===== src/rtl/rttp_pkg.sv =====
// rttp_pkg: shared types, codes and helpers of the memory-image token parser
// used by every module of the block; depends on nothing
`default_nettype none

package rttp_pkg;

  localparam int ACCUM_W = 64;
  localparam int QDEPTH  = 2;
  localparam int QPTR_W  = (QDEPTH > 1) ? $clog2(QDEPTH) : 1;
  localparam int QCNT_W  = $clog2(QDEPTH + 1);

  localparam logic [6:0] DWIDTH_RESET = 7'd32;

  // configuration register indexes
  localparam logic [1:0] CFG_RADIX  = 2'd0;
  localparam logic [1:0] CFG_DWIDTH = 2'd1;

  // token kinds
  localparam logic [1:0] TK_ADDR = 2'd0;
  localparam logic [1:0] TK_DATA = 2'd1;
  localparam logic [1:0] TK_END  = 2'd2;
  localparam logic [1:0] TK_ERR  = 2'd3;

  // error codes
  localparam logic [2:0] ERR_SLASH    = 3'd0;
  localparam logic [2:0] ERR_OPEN_CMT = 3'd1;
  localparam logic [2:0] ERR_ADDR_OVF = 3'd2;
  localparam logic [2:0] ERR_ADDR_NIL = 3'd3;
  localparam logic [2:0] ERR_BAD_CHAR = 3'd4;

  typedef enum logic [2:0] {
    MODE_IDLE,
    MODE_SLASH,
    MODE_LINE,
    MODE_BLOCK,
    MODE_BSTAR,
    MODE_ADDR,
    MODE_DATA,
    MODE_HALT
  } mode_t;

  typedef struct packed {
    logic [7:0] in_char;
    logic       end_of_input;
  } in_t;

  typedef struct packed {
    logic [1:0]         token_kind;
    logic [ACCUM_W-1:0] load_address;
    logic [ACCUM_W-1:0] data_value;
    logic [ACCUM_W-1:0] unknown_mask;
    logic [2:0]         error_code;
    logic               last_result;
  } res_t;

  // character class of one item, all zero but eof at end of input
  typedef struct packed {
    logic       eof;
    logic       space;
    logic       slash;
    logic       star;
    logic       at;
    logic       newline;
    logic       dat;
    logic       uscore;
    logic       xdig;
    logic       zdig;
    logic       hexok;
    logic [3:0] hval;
  } cls_t;

  function automatic res_t mk_res(logic [1:0] kind, logic [ACCUM_W-1:0] addr,
                                  logic [ACCUM_W-1:0] val, logic [ACCUM_W-1:0] unk,
                                  logic [2:0] err, logic last);
    res_t r;
    r.token_kind   = kind;
    r.load_address = addr;
    r.data_value   = val;
    r.unknown_mask = unk;
    r.error_code   = err;
    r.last_result  = last;
    return r;
  endfunction

endpackage

`default_nettype wire


===== src/rtl/readmem_text_token_parser_unit.sv =====
// readmem_text_token_parser_unit: top level of the memory-image text token parser
// depends on rttp_pkg, rttp_front, rttp_queue and rttp_back
//
//   channel | ports                              | direction | payload
//   in      | in_valid, in_ready, in_data        | input     | in_t
//   out     | out_valid, out_ready, out_data     | output    | res_t
//   cfg     | cfg_valid, cfg_ready, cfg_index/data | input   | register index, value
//
// one character item per cycle while the out channel keeps up; an item that ends a
// token and also makes a result of its own yields two result beats in turn
// an accepted item reaches out_valid through a queue slot, then the result register
// rst_n is synchronous; it clears the queue, scanner and result valid flags and
// sets radix_is_hex to 1 and data_width to 32
// a stalled out channel fills the result register, then the queue, then drops in_ready
`default_nettype none

module readmem_text_token_parser_unit import rttp_pkg::*; (
  input  logic       clk,
  input  logic       rst_n,
  input  logic       in_valid,
  output logic       in_ready,
  input  in_t        in_data,
  output logic       out_valid,
  input  logic       out_ready,
  output res_t       out_data,
  input  logic       cfg_valid,
  output logic       cfg_ready,
  input  logic [1:0] cfg_index,
  input  logic [6:0] cfg_data
);

  logic       radix_r;
  logic [6:0] dwidth_r;
  logic       q_push, q_full, q_pop, q_valid;
  cls_t       push_cls, head_cls;

  assign cfg_ready = 1'b1;

  always_ff @(posedge clk) begin
    if (!rst_n) begin
      radix_r  <= 1'b1;
      dwidth_r <= DWIDTH_RESET;
    end else if (cfg_valid) begin
      if (cfg_index == CFG_RADIX) begin
        radix_r <= cfg_data[0];
      end else if (cfg_index == CFG_DWIDTH) begin
        dwidth_r <= cfg_data;
      end
    end
  end

  rttp_front u_front (
    .in_valid     (in_valid),
    .in_ready     (in_ready),
    .in_data      (in_data),
    .radix_is_hex (radix_r),
    .q_full       (q_full),
    .q_push       (q_push),
    .q_cls        (push_cls)
  );

  rttp_queue u_queue (
    .clk        (clk),
    .rst_n      (rst_n),
    .push       (q_push),
    .push_cls   (push_cls),
    .full       (q_full),
    .pop        (q_pop),
    .head_valid (q_valid),
    .head_cls   (head_cls)
  );

  rttp_back u_back (
    .clk          (clk),
    .rst_n        (rst_n),
    .radix_is_hex (radix_r),
    .data_width   (dwidth_r),
    .q_valid      (q_valid),
    .q_cls        (head_cls),
    .q_pop        (q_pop),
    .out_valid    (out_valid),
    .out_ready    (out_ready),
    .out_data     (out_data)
  );

endmodule

`default_nettype wire


===== src/rtl/rttp_front.sv =====
// rttp_front: accepts text items and classifies each character
// depends on rttp_pkg; feeds rttp_queue
`default_nettype none

module rttp_front import rttp_pkg::*; (
  input  logic in_valid,
  output logic in_ready,
  input  in_t  in_data,
  input  logic radix_is_hex,
  input  logic q_full,
  output logic q_push,
  output cls_t q_cls
);

  logic [7:0] c;
  logic       live;
  logic       is_dig, is_lo, is_up, is_x, is_z, is_us;
  logic [3:0] hv;

  assign c    = in_data.in_char;
  assign live = !in_data.end_of_input;

  assign in_ready = !q_full;
  assign q_push   = in_valid && !q_full;

  always_comb begin
    is_dig = (c >= "0") && (c <= "9");
    is_lo  = (c >= "a") && (c <= "f");
    is_up  = (c >= "A") && (c <= "F");
    is_x   = (c == "x") || (c == "X");
    is_z   = (c == "z") || (c == "Z");
    is_us  = (c == "_");
    if (is_dig) begin
      hv = 4'(c - "0");
    end else if (is_lo) begin
      hv = 4'(c - "a" + 8'd10);
    end else if (is_up) begin
      hv = 4'(c - "A" + 8'd10);
    end else begin
      hv = 4'd0;
    end

    q_cls.eof     = !live;
    q_cls.space   = live && ((c == " ") || (c == 8'h09) || (c == 8'h0a) ||
                             (c == 8'h0d) || (c == 8'h0c) || (c == 8'h0b));
    q_cls.slash   = live && (c == "/");
    q_cls.star    = live && (c == "*");
    q_cls.at      = live && (c == "@");
    q_cls.newline = live && ((c == 8'h0a) || (c == 8'h0d));
    q_cls.uscore  = live && is_us;
    q_cls.xdig    = live && is_x;
    q_cls.zdig    = live && is_z;
    q_cls.hexok   = live && (is_dig || is_lo || is_up);
    q_cls.dat     = live && (is_us || is_x || is_z ||
                             ((is_dig || is_lo || is_up) && (radix_is_hex || hv <= 4'd1)));
    q_cls.hval    = live ? hv : 4'd0;
  end

endmodule

`default_nettype wire


===== src/rtl/rttp_queue.sv =====
// rttp_queue: short queue of classified items between front and back
// depends on rttp_pkg
`default_nettype none

module rttp_queue import rttp_pkg::*; (
  input  logic clk,
  input  logic rst_n,
  input  logic push,
  input  cls_t push_cls,
  output logic full,
  input  logic pop,
  output logic head_valid,
  output cls_t head_cls
);

  cls_t              slot_r [QDEPTH];
  logic [QPTR_W-1:0] wr_ptr_r, wr_ptr_nxt;
  logic [QPTR_W-1:0] rd_ptr_r, rd_ptr_nxt;
  logic [QCNT_W-1:0] cnt_r, cnt_nxt;

  assign full       = (cnt_r == QCNT_W'(QDEPTH));
  assign head_valid = (cnt_r != '0);
  assign head_cls   = slot_r[rd_ptr_r];

  always_comb begin
    wr_ptr_nxt = wr_ptr_r;
    rd_ptr_nxt = rd_ptr_r;
    cnt_nxt    = cnt_r;
    if (push) begin
      wr_ptr_nxt = (wr_ptr_r == QPTR_W'(QDEPTH - 1)) ? '0 : wr_ptr_r + 1'b1;
    end
    if (pop) begin
      rd_ptr_nxt = (rd_ptr_r == QPTR_W'(QDEPTH - 1)) ? '0 : rd_ptr_r + 1'b1;
    end
    if (push && !pop) begin
      cnt_nxt = cnt_r + 1'b1;
    end else if (pop && !push) begin
      cnt_nxt = cnt_r - 1'b1;
    end
  end

  always_ff @(posedge clk) begin
    if (!rst_n) begin
      wr_ptr_r <= '0;
      rd_ptr_r <= '0;
      cnt_r    <= '0;
    end else begin
      wr_ptr_r <= wr_ptr_nxt;
      rd_ptr_r <= rd_ptr_nxt;
      cnt_r    <= cnt_nxt;
    end
  end

  always_ff @(posedge clk) begin
    if (push) begin
      slot_r[wr_ptr_r] <= push_cls;
    end
  end

endmodule

`default_nettype wire


===== src/rtl/rttp_back.sv =====
// rttp_back: token scanner state machine and result staging
// depends on rttp_pkg; takes classified items from rttp_queue
`default_nettype none

module rttp_back import rttp_pkg::*; (
  input  logic       clk,
  input  logic       rst_n,
  input  logic       radix_is_hex,
  input  logic [6:0] data_width,
  input  logic       q_valid,
  input  cls_t       q_cls,
  output logic       q_pop,
  output logic       out_valid,
  input  logic       out_ready,
  output res_t       out_data
);

  mode_t              mode_r, mode_nxt;
  logic [ACCUM_W-1:0] acc_r, acc_nxt;
  logic [ACCUM_W-1:0] unk_r, unk_nxt;
  logic               seen_r, seen_nxt;
  logic               out_valid_r, pend_valid_r;
  res_t               out_r, pend_r;

  logic [6:0]         kw;
  logic [ACCUM_W-1:0] mask;
  logic [3:0]         ones, dv, du;
  logic [ACCUM_W-1:0] sh_v, sh_u, sh_v0, sh_u0;
  logic               id_has;
  res_t               id_res;
  mode_t              id_mode;
  res_t               r0, r1;
  logic [1:0]         nres;
  logic               slot_free;

  // kept data width, clamped to 1..ACCUM_W
  always_comb begin
    if (data_width == 7'd0) begin
      kw = 7'd1;
    end else if (data_width > 7'(ACCUM_W)) begin
      kw = 7'(ACCUM_W);
    end else begin
      kw = data_width;
    end
    mask = {ACCUM_W{1'b1}} >> (7'(ACCUM_W) - kw);
  end

  // digit shift of the data accumulators
  always_comb begin
    ones = radix_is_hex ? 4'hf : 4'h1;
    if (q_cls.xdig) begin
      dv = 4'h0;
      du = ones;
    end else if (q_cls.zdig) begin
      dv = ones;
      du = ones;
    end else begin
      dv = q_cls.hval & ones;
      du = 4'h0;
    end
    if (q_cls.uscore) begin
      sh_v  = acc_r;
      sh_u  = unk_r;
      sh_v0 = '0;
      sh_u0 = '0;
    end else begin
      sh_v  = ((radix_is_hex ? (acc_r << 4) : (acc_r << 1)) | ACCUM_W'(dv)) & mask;
      sh_u  = ((radix_is_hex ? (unk_r << 4) : (unk_r << 1)) | ACCUM_W'(du)) & mask;
      sh_v0 = ACCUM_W'(dv) & mask;
      sh_u0 = ACCUM_W'(du) & mask;
    end
  end

  // what a character does between tokens
  always_comb begin
    id_has  = 1'b0;
    id_res  = mk_res(TK_END, '0, '0, '0, ERR_SLASH, 1'b1);
    id_mode = MODE_IDLE;
    if (q_cls.eof) begin
      id_has = 1'b1;
    end else if (q_cls.space) begin
      id_mode = MODE_IDLE;
    end else if (q_cls.slash) begin
      id_mode = MODE_SLASH;
    end else if (q_cls.at) begin
      id_mode = MODE_ADDR;
    end else if (q_cls.dat) begin
      id_mode = MODE_DATA;
    end else begin
      id_has  = 1'b1;
      id_res  = mk_res(TK_ERR, '0, '0, '0, ERR_BAD_CHAR, 1'b1);
      id_mode = MODE_HALT;
    end
  end

  always_comb begin
    mode_nxt = mode_r;
    acc_nxt  = acc_r;
    unk_nxt  = unk_r;
    seen_nxt = seen_r;
    r0       = id_res;
    r1       = id_res;
    nres     = 2'd0;
    unique case (mode_r)
      MODE_HALT: begin
        nres = 2'd0;
      end
      MODE_IDLE: begin
        mode_nxt = id_mode;
        nres     = {1'b0, id_has};
        if (q_cls.at) begin
          acc_nxt  = '0;
          seen_nxt = 1'b0;
        end else if (q_cls.dat) begin
          acc_nxt = sh_v0;
          unk_nxt = sh_u0;
        end
      end
      MODE_SLASH: begin
        if (q_cls.slash) begin
          mode_nxt = MODE_LINE;
        end else if (q_cls.star) begin
          mode_nxt = MODE_BLOCK;
        end else begin
          mode_nxt = MODE_HALT;
          r0       = mk_res(TK_ERR, '0, '0, '0, ERR_SLASH, 1'b1);
          nres     = 2'd1;
        end
      end
      MODE_LINE: begin
        if (q_cls.eof) begin
          mode_nxt = MODE_IDLE;
          r0       = mk_res(TK_END, '0, '0, '0, ERR_SLASH, 1'b1);
          nres     = 2'd1;
        end else if (q_cls.newline) begin
          mode_nxt = MODE_IDLE;
        end
      end
      MODE_BLOCK, MODE_BSTAR: begin
        if (q_cls.eof) begin
          mode_nxt = MODE_HALT;
          r0       = mk_res(TK_ERR, '0, '0, '0, ERR_OPEN_CMT, 1'b1);
          nres     = 2'd1;
        end else if (q_cls.star) begin
          mode_nxt = MODE_BSTAR;
        end else if (q_cls.slash && mode_r == MODE_BSTAR) begin
          mode_nxt = MODE_IDLE;
        end else begin
          mode_nxt = MODE_BLOCK;
        end
      end
      MODE_ADDR: begin
        if (q_cls.hexok) begin
          if (|acc_r[ACCUM_W-1 -: 4]) begin
            mode_nxt = MODE_HALT;
            r0       = mk_res(TK_ERR, '0, '0, '0, ERR_ADDR_OVF, 1'b1);
            nres     = 2'd1;
          end else begin
            acc_nxt  = (acc_r << 4) | ACCUM_W'(q_cls.hval);
            seen_nxt = 1'b1;
          end
        end else if (!seen_r) begin
          mode_nxt = MODE_HALT;
          r0       = mk_res(TK_ERR, '0, '0, '0, ERR_ADDR_NIL, 1'b1);
          nres     = 2'd1;
        end else begin
          r0       = mk_res(TK_ADDR, acc_r, '0, '0, ERR_SLASH, !id_has);
          nres     = id_has ? 2'd2 : 2'd1;
          mode_nxt = id_mode;
          acc_nxt  = '0;
          seen_nxt = 1'b0;
          if (q_cls.dat) begin
            acc_nxt = sh_v0;
            unk_nxt = sh_u0;
          end
        end
      end
      MODE_DATA: begin
        if (q_cls.dat) begin
          acc_nxt = sh_v;
          unk_nxt = sh_u;
        end else begin
          r0       = mk_res(TK_DATA, '0, acc_r, unk_r, ERR_SLASH, !id_has);
          nres     = id_has ? 2'd2 : 2'd1;
          mode_nxt = id_mode;
          acc_nxt  = '0;
          unk_nxt  = '0;
          seen_nxt = q_cls.at ? 1'b0 : seen_r;
          if (q_cls.dat) begin
            acc_nxt = sh_v0;
            unk_nxt = sh_u0;
          end
        end
      end
      default: begin
        mode_nxt = MODE_HALT;
      end
    endcase
  end

  assign slot_free = !out_valid_r || out_ready;
  assign q_pop     = q_valid && ((nres == 2'd0) || (!pend_valid_r && slot_free));
  assign out_valid = out_valid_r;
  assign out_data  = out_r;

  always_ff @(posedge clk) begin
    if (!rst_n) begin
      mode_r       <= MODE_IDLE;
      acc_r        <= '0;
      unk_r        <= '0;
      seen_r       <= 1'b0;
      out_valid_r  <= 1'b0;
      pend_valid_r <= 1'b0;
    end else begin
      if (q_pop) begin
        mode_r <= mode_nxt;
        acc_r  <= acc_nxt;
        unk_r  <= unk_nxt;
        seen_r <= seen_nxt;
      end
      if (slot_free) begin
        if (pend_valid_r) begin
          out_valid_r  <= 1'b1;
          pend_valid_r <= 1'b0;
        end else if (q_pop && nres != 2'd0) begin
          out_valid_r  <= 1'b1;
          pend_valid_r <= (nres == 2'd2);
        end else begin
          out_valid_r <= 1'b0;
        end
      end
    end
  end

  always_ff @(posedge clk) begin
    if (slot_free) begin
      if (pend_valid_r) begin
        out_r <= pend_r;
      end else if (q_pop && nres != 2'd0) begin
        out_r  <= r0;
        pend_r <= r1;
      end
    end
  end

endmodule

`default_nettype wire


===== config.mk =====
export PLATFORM = sky130hd
export DESIGN_NAME = readmem_text_token_parser_unit
export DESIGN_NICKNAME = d
export VERILOG_FILES = /design/src/rtl/rttp_pkg.sv /design/src/rtl/readmem_text_token_parser_unit.sv /design/src/rtl/rttp_front.sv /design/src/rtl/rttp_queue.sv /design/src/rtl/rttp_back.sv
export SDC_FILE = /design/constraint.sdc
export NUM_CORES = 1
export LEC_CHECK = 0
export CELL_PAD_IN_SITES_DETAIL_PLACEMENT = 1
export CELL_PAD_IN_SITES_GLOBAL_PLACEMENT = 1
export CORE_MARGIN = 3
export CORE_UTILIZATION = 40
export CTS_CLUSTER_DIAMETER = 80
export DETAILED_ROUTE_END_ITERATION = 7
export DONT_BUFFER_PORTS = 1
export PLACE_DENSITY_LB_ADDON = 0.1
export SETUP_SLACK_MARGIN = 0.3
export SLEW_MARGIN = 25
export SYNTH_ARGS = -nofsm -noshare
export SYNTH_HDL_FRONTEND = slang
export SYNTH_SLANG_ARGS = --single-unit

===== constraint.sdc =====
create_clock -name clk -period 5.97 [get_ports clk]
set_clock_uncertainty 0.15 [all_clocks]
set_input_delay 0.8955 -clock clk [delete_from_list [all_inputs] [get_ports clk]]
set_output_delay 0.8955 -clock clk [all_outputs]
set_load 0.005 [all_outputs]

==> out/qor.csv <==
stage,metric,value,unit
clocking,clock tree buffer depth,3,
synthesis,Synth top cells by count,"edfxtp_1, and2_1, dfxtp_1",
routing,drt wl/cell,26.8,um
routing,Final ANT Viol Nets,0,
timing,post-route minimum period,4.24,ns
floorplanning,I/O Pins,224,
min_path,Hold WC Path Type,input port to flip-flop,
placed_design,IO buf count,0,
floorplanning,Die ar.,45900,sq um
grt,met2 usage,45.3,%
min_path,hold path depth,0,
synthesis,Post-synth ARST share,0,%
synthesis,Yosys Warn Count,0,
cells_and_area,Syn-to-layout area delta,11.9,%
critical_path,Crit Path Category,flip-flop to flip-flop,
critical_path,r2r setup slk,1.73,ns
critical_path,crit path max fanout,12,
critical_path,Worst R2R End,u_back.unk_r[63],
placed_design,pre-CTS setup slack,1.93,ns
min_path,HP Start,in_data[0],
synthesis,"area leader, netlist",edfxtp_1,
clocking,number of buffers created by CTS,42,
critical_path,Worst Setup End Kind,flip-flop,
power_and_ir_drop,Pwr Density,442,nW/um^2
grt,initial antenna violation count,0,
critical_path,reg2reg path depth,12,
cells_and_area,antenna cells,0,
timing,# setup viols final,0,
power_and_ir_drop,leakage power,6.71,nW
grt,total grt overflow,0,
synthesis,post-synthesis sequential area ratio,56.6,%
floorplanning,core area,42400,sq um
routing,DR vias,13100,
synthesis,synthesized area,17300,sq um
synthesis,most common cell in the netlist,edfxtp_1,
floorplanning,site row count,75,
routing,routed wire length,59100,um
critical_path,Reg2Reg Launch Point,dwidth_r[2],
clocking,H-Tree Depth,2,
run_status,status,finished clean,
critical_path,Startpoint Class,flip-flop,
job,Max-Cap Viols,0,
clocking,CTS tree,built,
timing,TNS Setup,0,ns
routing,Initial DRC Count,911,
placed_design,dpl hpwl,41400,um
floorplanning,Die X-Extent,214,um
synthesis,Mapped Nets,1668,
timing,hold slack final,0.289,ns
clocking,Clock transition at path regs,0.06,ns
synthesis,post-synth cell types,77,
placed_design,GP Congestion,0.900,
critical_path,WP data required,6.29,ns
synthesis,Main synth FF type,edfxtp_1,
routing,Pre-antenna DRT Iters,5,
synthesis,post-synth top area share,39.6,%
grt,largest net degree at the start of global routing,90,
timing,Slew @ Worst Pin,1.08,ns
timing,max-slew violations,0,
clocking,Clock Latency Late Sink,0.56,ns
synthesis,Mapped Cells,1636,
clocking,Clock Root Buffer,clkbuf_16,
timing,Max Freq,236,MHz
routing,# DRC,0,
clocking,Sink Count,376,
floorplanning,Die Y,214,um
timing,RSZ-0062 raised after global routing,false,
synthesis,synthesized area per cell,10.6,sq um
min_path,Worst Hold End,u_queue.slot_r[1][14],
synthesis,"EDFF count, synth",229,
synthesis,largest cells by area after synthesis,"edfxtp_1, dfxtp_1, and2_1",
timing,final hold violations,0,
cells_and_area,nets,1632,
routing,Vias/cell,5.95,
critical_path,CP arrival,4.56,ns
grt,vias in the first global route,13800,
cells_and_area,post-layout util,45.7,%
power_and_ir_drop,VDD IR max,263,uV
cells_and_area,share of layout cells above drive strength 1,9.93,%
clocking,post-CTS sizing,0,
synthesis,#FFs+latches synth,376,
grt,gr usage total,25.1,%
cells_and_area,fillcell total,4611,
grt,first-pass GRT wire length,88700,um
grt,GR met3 Demand/Resource,4.59,%
grt,GR Util met1,30.1,%
grt,GRT Max-Usage Layer,met2,
timing,final cycle utilization of the critical path,71.0,%
clocking,post-CTS setup buffer count,0,
timing,Final Worst Setup Slack,1.73,ns
placed_design,Area after DPL,17900,sq um
floorplanning,Initial Util,40.9,%
clocking,CTS Hold Bufs,0,
timing,Slew HR,27.0,%
cells_and_area,final instance area,19400,sq um
[state kept, by name, indices dropped and copies added, names as in the netlist, 2 cells and up, named ones only]
| name | count |
|---|---|
| u_back.acc_r | 64 |
| u_back.out_data | 198 |
| u_queue.slot_r | 30 |
| u_back.mode_r | 3 |
| u_queue.cnt_r | 2 |
| u_back.unk_r | 64 |
| dwidth_r | 7 |
[cell usage in the layout, fill, tap and decap left out, drive strengths merged, types with 7 or more instances in the layout]
| cell type | n |
|---|---|
| edfxtp | 229 |
| and2 | 185 |
| dfxtp | 147 |
| nand2 | 141 |
| a21oi | 132 |
| nor2 | 95 |
| o21ai | 86 |
| mux2i | 55 |
| clkbuf | 47 |
| nand3 | 42 |
| mux2 | 33 |
| buf | 33 |
| o2bb2ai | 32 |
| nor3 | 28 |
| a31oi | 25 |
| inv | 24 |
| a32oi | 23 |
| nand4 | 21 |
| or3 | 19 |
| clkinv | 17 |
| or4 | 15 |
| nor3b | 14 |
| a211oi | 13 |
| o211ai | 12 |
| nand2b | 10 |
| nor4 | 10 |
| ha | 9 |
| a21o | 8 |
| o22ai | 7 |
| nor2b | 7 |
| and3 | 7 |
| bufinv | 7 |
[how the worst max path moves through the flow]
stage                                start  cells after the start                   to
final                          dwidth_r[2]                     12     u_back.unk_r[63]
after CTS                      dwidth_r[2]                     12     u_back.unk_r[63]
after global routing           dwidth_r[2]                     12     u_back.unk_r[63]
after floorplan           u_back.acc_r[60]                      7   u_back.out_data[0]
after global placement           flip-flop                      9  u_back.out_data[38]
after detailed placement       dwidth_r[2]                     11     u_back.unk_r[50]
[power breakdown]
group | switching, W | internal (W)
clock | 0.00108 | 0.00164
combinational | 0.00126 | 0.000469
sequential | 0.000498 | 0.00362
total | 0.00284 | 0.00574
[worst max-delay path: stages (launching register included)]
cell       delay (ns)
dfxtp_1          0.41
nor4_4           0.51
a21oi_1          0.13
nor2_1           0.16
inv_1            0.06
ha_1             0.30
nand4bb_1        0.15
a21oi_1          0.25
nor3_2           0.51
nand3_1          0.56
nor3b_1          0.63
nand2_1          0.15
a21oi_1          0.16
[layout make-up]
class,instances,area (sq um),share of cell area (%)
Timing Repair Buffer,33,322,1.66
Multi-Input combinational cell,1124,7010,36.1
Inverter,23,86.3,0.445
Clock inverter,29,334,1.72
Clock buffer,47,1110,5.73
Tap cell,577,722,3.72
Sequential cell,376,9820,50.6
[per-stage QoR]
| step | total power, W | instances |
|---|---|---|
| floorplan | 0.00522 | 1636 |
| global placement | 0.00589 | 2132 |
| detailed placement | 0.00593 | 2133 |
| CTS | 0.00867 | 2209 |
| global route | 0.00899 | 2209 |
| finish | 0.00858 | 2209 |
[logic make-up after synthesis]
| family | share of synthesized area [%] |
|---|---|
| AND/OR/NAND/NOR | 19.0 |
| AO/OA/AOI/OAI | 14.7 |
| flip-flops | 56.6 |
| buffers and inverters | 3.22 |
| multiplexers | 5.32 |
| XOR/XNOR | 0.505 |
| adder cells (fa/ha/maj) | 0.649 |
| other | 0.0216 |
[routing by layer]
layer	up-vias	wire, um
met5	-	0
met4	0	2020
met3	109	2840
met2	399	30500
met1	6651	23700
li1	5977	-
(Power assumes the default switching activity.)
